File: src/hdl/rau_pkg.sv
`default_nettype none
package rau_pkg;
    localparam int OperandWidth = 32;
    localparam int WideWidth = 64;

    typedef enum logic [2:0] {
        OP_ADD = 3'd0,
        OP_SUB = 3'd1,
        OP_MUL = 3'd2,
        OP_DIV = 3'd3,
        OP_LT  = 3'd4,
        OP_EQ  = 3'd5
    } t_op;

    // Classified item handed from the front part to the back part.
    typedef struct packed {
        logic [2:0]  op;
        logic        a_nan;
        logic        b_nan;
        logic [63:0] na;
        logic [63:0] da;
        logic [63:0] nb;
        logic [63:0] db;
    } t_job;

    typedef enum logic [3:0] {
        S_IDLE,
        S_MUL1,
        S_MUL2,
        S_GCD_DEN,
        S_DIVA,
        S_DIVB,
        S_SCALE1,
        S_SCALE2,
        S_FIN_PREP,
        S_GCD_FIN,
        S_DIVN,
        S_DIVD,
        S_EMIT
    } t_state;
endpackage
`default_nettype wire

File: src/hdl/rau_front.sv
`default_nettype none
module rau_front #(
    parameter int OPERAND_WIDTH = rau_pkg::OperandWidth
) (
    input  wire logic          i_clk,
    input  wire logic          i_rst_n,
    input  wire logic          i_valid,
    output logic               o_ready,
    input  wire logic [2:0]    i_op,
    input  wire logic [31:0]   i_a_num,
    input  wire logic [30:0]   i_a_den,
    input  wire logic [31:0]   i_b_num,
    input  wire logic [30:0]   i_b_den,
    output logic               o_valid,
    input  wire logic          i_ready,
    output rau_pkg::t_job      o_job
);
    // Two-entry queue toward the back part.
    rau_pkg::t_job r_q [2];
    logic r_wp, n_wp, r_rp, n_rp;
    logic [1:0] r_cnt, n_cnt;
    rau_pkg::t_job w_job;
    logic w_push, w_pop;

    // Take the operand bits and classify NaN operands.
    always_comb begin
        logic [OPERAND_WIDTH-1:0] an, bn;
        logic [OPERAND_WIDTH-2:0] ad, bd;
        an = i_a_num[OPERAND_WIDTH-1:0];
        bn = i_b_num[OPERAND_WIDTH-1:0];
        ad = i_a_den[OPERAND_WIDTH-2:0];
        bd = i_b_den[OPERAND_WIDTH-2:0];
        w_job.op = i_op;
        w_job.na = 64'(signed'(an));
        w_job.nb = 64'(signed'(bn));
        w_job.da = 64'(ad);
        w_job.db = 64'(bd);
        w_job.a_nan = (ad == '0);
        w_job.b_nan = (bd == '0);
    end

    assign o_ready = (r_cnt != 2'd2);
    assign o_valid = (r_cnt != 2'd0);
    assign o_job = r_q[r_rp];
    assign w_push = i_valid && o_ready;
    assign w_pop = o_valid && i_ready;

    always_comb begin
        n_wp = r_wp ^ w_push;
        n_rp = r_rp ^ w_pop;
        n_cnt = r_cnt + 2'(w_push) - 2'(w_pop);
    end

    always_ff @(posedge i_clk) begin
        if (!i_rst_n) begin
            r_wp <= 1'b0;
            r_rp <= 1'b0;
            r_cnt <= 2'd0;
        end else begin
            r_wp <= n_wp;
            r_rp <= n_rp;
            r_cnt <= n_cnt;
        end
    end

    always_ff @(posedge i_clk) begin
        if (w_push) begin
            r_q[r_wp] <= w_job;
        end
    end
endmodule
`default_nettype wire

File: config.mk
export PLATFORM = sky130hd
export DESIGN_NAME = rau_front
export DESIGN_NICKNAME = d
export VERILOG_FILES = /design/src/hdl/rau_pkg.sv /design/src/hdl/rau_front.sv
export SDC_FILE = /design/constraint.sdc
export NUM_CORES = 1
export LEC_CHECK = 0
export CORE_MARGIN = 2
export CORE_UTILIZATION = 43
export CTS_CLUSTER_DIAMETER = 80
export DETAILED_ROUTE_END_ITERATION = 8
export DONT_BUFFER_PORTS = 1
export PLACE_DENSITY = 0.58
export SLEW_MARGIN = 5
export SYNTH_ARGS = -nofsm -noshare
export SYNTH_HDL_FRONTEND = slang
export SYNTH_SLANG_ARGS = --single-unit
File: constraint.sdc
create_clock -name i_clk -period 7.7 [get_ports i_clk]
set_clock_uncertainty 0.15 [all_clocks]
set_input_delay 0.385 -clock i_clk [delete_from_list [all_inputs] [get_ports i_clk]]
set_output_delay 0.385 -clock i_clk [all_outputs]
set_load 0.01 [all_outputs]
Yosys cells after proc, flatten, opt, wreduce, memory -nomap -nowiden
Memories as Yosys holds them, arrays and structs flattened. A register that Yosys moved wholly into a read port is not among the register bits. Index checks and enable logic that the tools add are counted.

Register bits: 4. Word-level logic and storage cells: 17. Bits in writable memories: 390. Memories kept: 1.

$add $sub $neg: 2. Equal/unequal tests: 1. Reductions and logical operators: 5. Mux-type cells: 3. Bitwise operators: 2.

Memories: r_q (words 2, width 195, rd ports 1, clocked after Yosys merged registers in 1, write ports 1, line rau_front.sv:19) `rau_pkg::t_job r_q [2];`.

Operator list (number): logical NOT 31 bit (2); two-way mux 1 bit (3); adder 2 x 1 -> 2 bit (1); logical AND 1 bit (2); != test 2 bit, second input constant (1); nonzero test 2 bit (1); subtractor 2 x 1 -> 2 bit (1); XOR 1 bit (2).

Longest topological paths before layout
Depth after elaboration: 4. Depth in mapped cells: 6. Gate-level depth less buffers: 6.

Worst setup path after synthesis
No wires, ideal clock.

Kind: register to register. Start: register r_cnt[0]. End: memory r_q[0][0] in the netlist's numbering, enable pin. Setup slack: 3239 ps. Path buffers: 0. Cell stages (with the launch flop): 4. Library setup time: 506 ps. Arrival: 3805 ps. Cells stage by stage: dfxtp_1 -> nand2b_1 -> and2_1 -> ha_1.

Cells in the longest elaborated chain, start to end: 4.

RTL lines: start: declaration (line rau_front.sv:21) `logic [1:0] r_cnt, n_cnt;`; start signal: assignment (line rau_front.sv:62) `r_cnt <= n_cnt;`; != test 2 bit (line rau_front.sv:42) `assign o_ready = (r_cnt != 2'd2);`; named net o_ready (line rau_front.sv:8) `output logic o_ready,`; logical AND 1 bit (line rau_front.sv:45) `assign w_push = i_valid && o_ready;`; two-way mux 1 bit (line rau_front.sv:67) `if (w_push) begin`; two-way mux 1 bit (implied by the code) (line rau_front.sv:68) `r_q[r_wp] <= w_job;`; end: declaration (line rau_front.sv:19).

The timed path passes the listed nets, and every way through them passes these cells.

==> impl_metrics.env <==
export IMPL_outcome="complete, no violations"
export IMPL_critPathMaxFanout=47
export IMPL_rsz0062_at_grt="no"
export IMPL_final_util_pct=50.2
export IMPL_vias=4947
export IMPL_fmax_mhz=278
export IMPL_drv_slew=0
export IMPL_postRouteWirelength_mm=20.7
export IMPL_yosysUniqueCellTypes=27
export IMPL_ys_ff_latch=267
export IMPL_ir_worst_vdd_uv=260
export IMPL_clk_latency_ns=0.55
export IMPL_synthTopCellsByArea="edfxtp_1 (70%), mux2_4 (12%), buf_4 (8.7%)"
export IMPL_synth_seq_area_share_pct=71.2
export IMPL_period_share_pct=46.8
export IMPL_ant_nets=0
export IMPL_postSynthCellCount=586
export IMPL_drc=0
export IMPL_clkTransAtPathRegs_ns=0.06
export IMPL_clockBufferDepth=3
export IMPL_combPwrFrac_pct=23.1
export IMPL_hold_slack_ns=0.0309
export IMPL_r2r_start="r_cnt[0]"
export IMPL_hp_class="input port to flip-flop"
export IMPL_initial_core_util_pct=43.4
export IMPL_critPathCapture="o_job[127]"
export IMPL_p_sw_uw=1180
export IMPL_htreeDepth=1
export IMPL_drt_initial_drc_count=286
export IMPL_grtUsageTotal_pct=14.1
export IMPL_cts_root_buffer="clkbuf_16"
export IMPL_netlist_area_leader_share_pct=70.3
export IMPL_slew_headroom_pct=15.5
export IMPL_reg2reg_slack_ns=4.59
export IMPL_fin_tns_setup_ns=0
export IMPL_clockPowerShare_pct=30.1
export IMPL_die_w_microns=165
export IMPL_syn_area_per_cell_sq_um=19.1
export IMPL_wl_per_cell_microns=20.1
export IMPL_die_h_microns=165
export IMPL_tightest_slew_ns=1.27
export IMPL_core_area_sq_mm=0.0258
export IMPL_grt_pass1_vias=5001
export IMPL_rows=59
export IMPL_grt_pass1_wl_mm=28.9
export IMPL_min_period_ns=3.60
export IMPL_fin_nets=805
export IMPL_syn_area_sq_mm=0.0112
export IMPL_clock_sinks=267
export IMPL_setup_ws_ns=4.10
export IMPL_worstSetupStartpointType="flip-flop"
export IMPL_drive_above_1_share_pct=25.8
export IMPL_cap_violations=0
export IMPL_ff2ff_path_depth=4
export IMPL_dp_hpwl_mm=13.1
export IMPL_cts_tree="done"
export IMPL_end_kind="output pin"
export IMPL_ioPinCount=396
export IMPL_place_ws_ns=4.59
export IMPL_critPathArrivalTime_ns=3.07
export IMPL_setup_violations=0
export IMPL_cts_buffers=28
export IMPL_gr_total_overflow=0
export IMPL_cts_setup_buffers=0
export IMPL_pwr_share_seq_pct=46.8
export IMPL_firstDrtPassIters=4
export IMPL_avgViaCountPerCell=4.82
export IMPL_port_buffers=0
export IMPL_die_area_sq_mm=0.0273
export IMPL_p_per_area_mw_per_mm2=319
export IMPL_gp_congestion=0.765
export IMPL_antenna_found_initial=0
export IMPL_area_growth_synth_to_final_pct=15.6
export IMPL_grt_max_degree=91
export IMPL_synth_yosys_warnings=0
export IMPL_switching_share_pct=28.6
export IMPL_synth_area_leader_cell="edfxtp_1"
export IMPL_p_leak_uw=0.00455
export IMPL_cp_required_ns=7.16
export IMPL_critPathKind="flip-flop to output pin"
export IMPL_finalHoldViolCount=0
export IMPL_p_int_uw=2950
export IMPL_reg2reg_to="r_q[0][47]"
export IMPL_antenna_cells=0
[logic make-up (layout without fill, tap and decap cells)]
logic type,Yosys count,in the layout,share of synthesized area [%]
fa+ha+maj,2,2,0.224
other cells,1,66,0.0335
xor+xnor,2,2,0.157
buf+inv,146,186,10.1
simple gates,33,33,1.79
flops,267,267,71.2
compound gates,3,3,0.179
mux,132,132,16.3
[power groups by stage]
stage	sequential (uW)	clock [uW]	combinational, uW
2_1_floorplan	1930	0	981
3_3_place_gp	1950	0	901
3_5_place_dp	1960	0	908
4_1_cts	1930	1270	976
5_1_grt	1950	1330	1030
6_report	1930	1240	953
[cell type report]
cell class,instances,area (sq um)
Timing Repair Buffer,134,1330
Clock inverter,18,138
Inverter,1,3.75
Multi-Input combinational cell,238,2350
Fill cell,2072,12800
Tap cell,335,419
Sequential cell,267,7970
Clock buffer,33,719
[worst min-delay path by stage]
stage	from	endpoint	slack [ns]	cells past startpoint
6_report	i_a_den[28]	r_q[1][191]	0.03	3
5_1_grt	i_b_den[28]	r_q[0][190]	0.04	3
4_1_cts	i_b_den[13]	r_q[1][190]	0.003	3
3_5_place_dp	i_a_num[0]	r_q[0][126]	0.33	0
3_3_place_gp	i_a_num[17]	r_q[1][143]	0.33	0
2_1_floorplan	i_b_den[0]	r_q[0][0]	0.33	0
[metrics by stage]
stage / instance area [sq um] / total power, uW / cells
final: 12900 / 4120 / 1026
after global routing: 12900 / 4310 / 1026
after CTS: 12900 / 4180 / 1026
after detailed placement: 10800 / 2870 / 845
after global placement: 10800 / 2850 / 845
after floorplan: 11400 / 2910 / 651
[flip-flops by register name, summed over array words and instances, names as in the netlist, named ones only]
name / cells
r_cnt: 2
r_q: 262
r_rp: 1
r_wp: 1
[synth_stat cells, drive strengths merged]
cell and instances:
or2 1, conb 1, xnor2 2, and2 4, and3 1, nand4 4
nor4 14, a21bo 1, o21ai 1, nor3 2, a21oi 1, inv 1
nand2 1, mux2 131, nand2b 2, buf 145, dfxtp 5, nor4bb 1
edfxtp 262, mux2i 1, ha 2, nor2b 1, nor2 2
[worst max-delay path: stages (launching register included)]
cell,delay (ns)
dfxtp_4,0.91
buf_4,0.63
mux2_4,0.91
[layer usage]
| metal | part of all wire (%) | vias up | GRT usage (%) |
|---|---|---|---|
| met5 | 0 | - | 0 |
| met4 | 3.1 | 0 | 4.62 |
| met3 | 7.9 | 39 | 4.47 |
| met2 | 54 | 249 | 26.2 |
| met1 | 35 | 2468 | 15.3 |
| li1 | - | 2191 | - |
[cell usage in the layout, fill, tap and decap left out, drive strengths merged, types with 4 or more instances in the layout]
master	n
edfxtp	262
mux2	131
dlygate4sd3	130
conb	66
clkbuf	33
nor4	14
clkinv	13
dfxtp	5
and2	4
nand4	4
buf	4
inv	4
[repair_timing]
item	4_1_cts	5_1_grt
hold endpoints to repair	265	0
hold buffers	130	0
gates resized for setup	0	0
(Power assumes the default switching activity.)
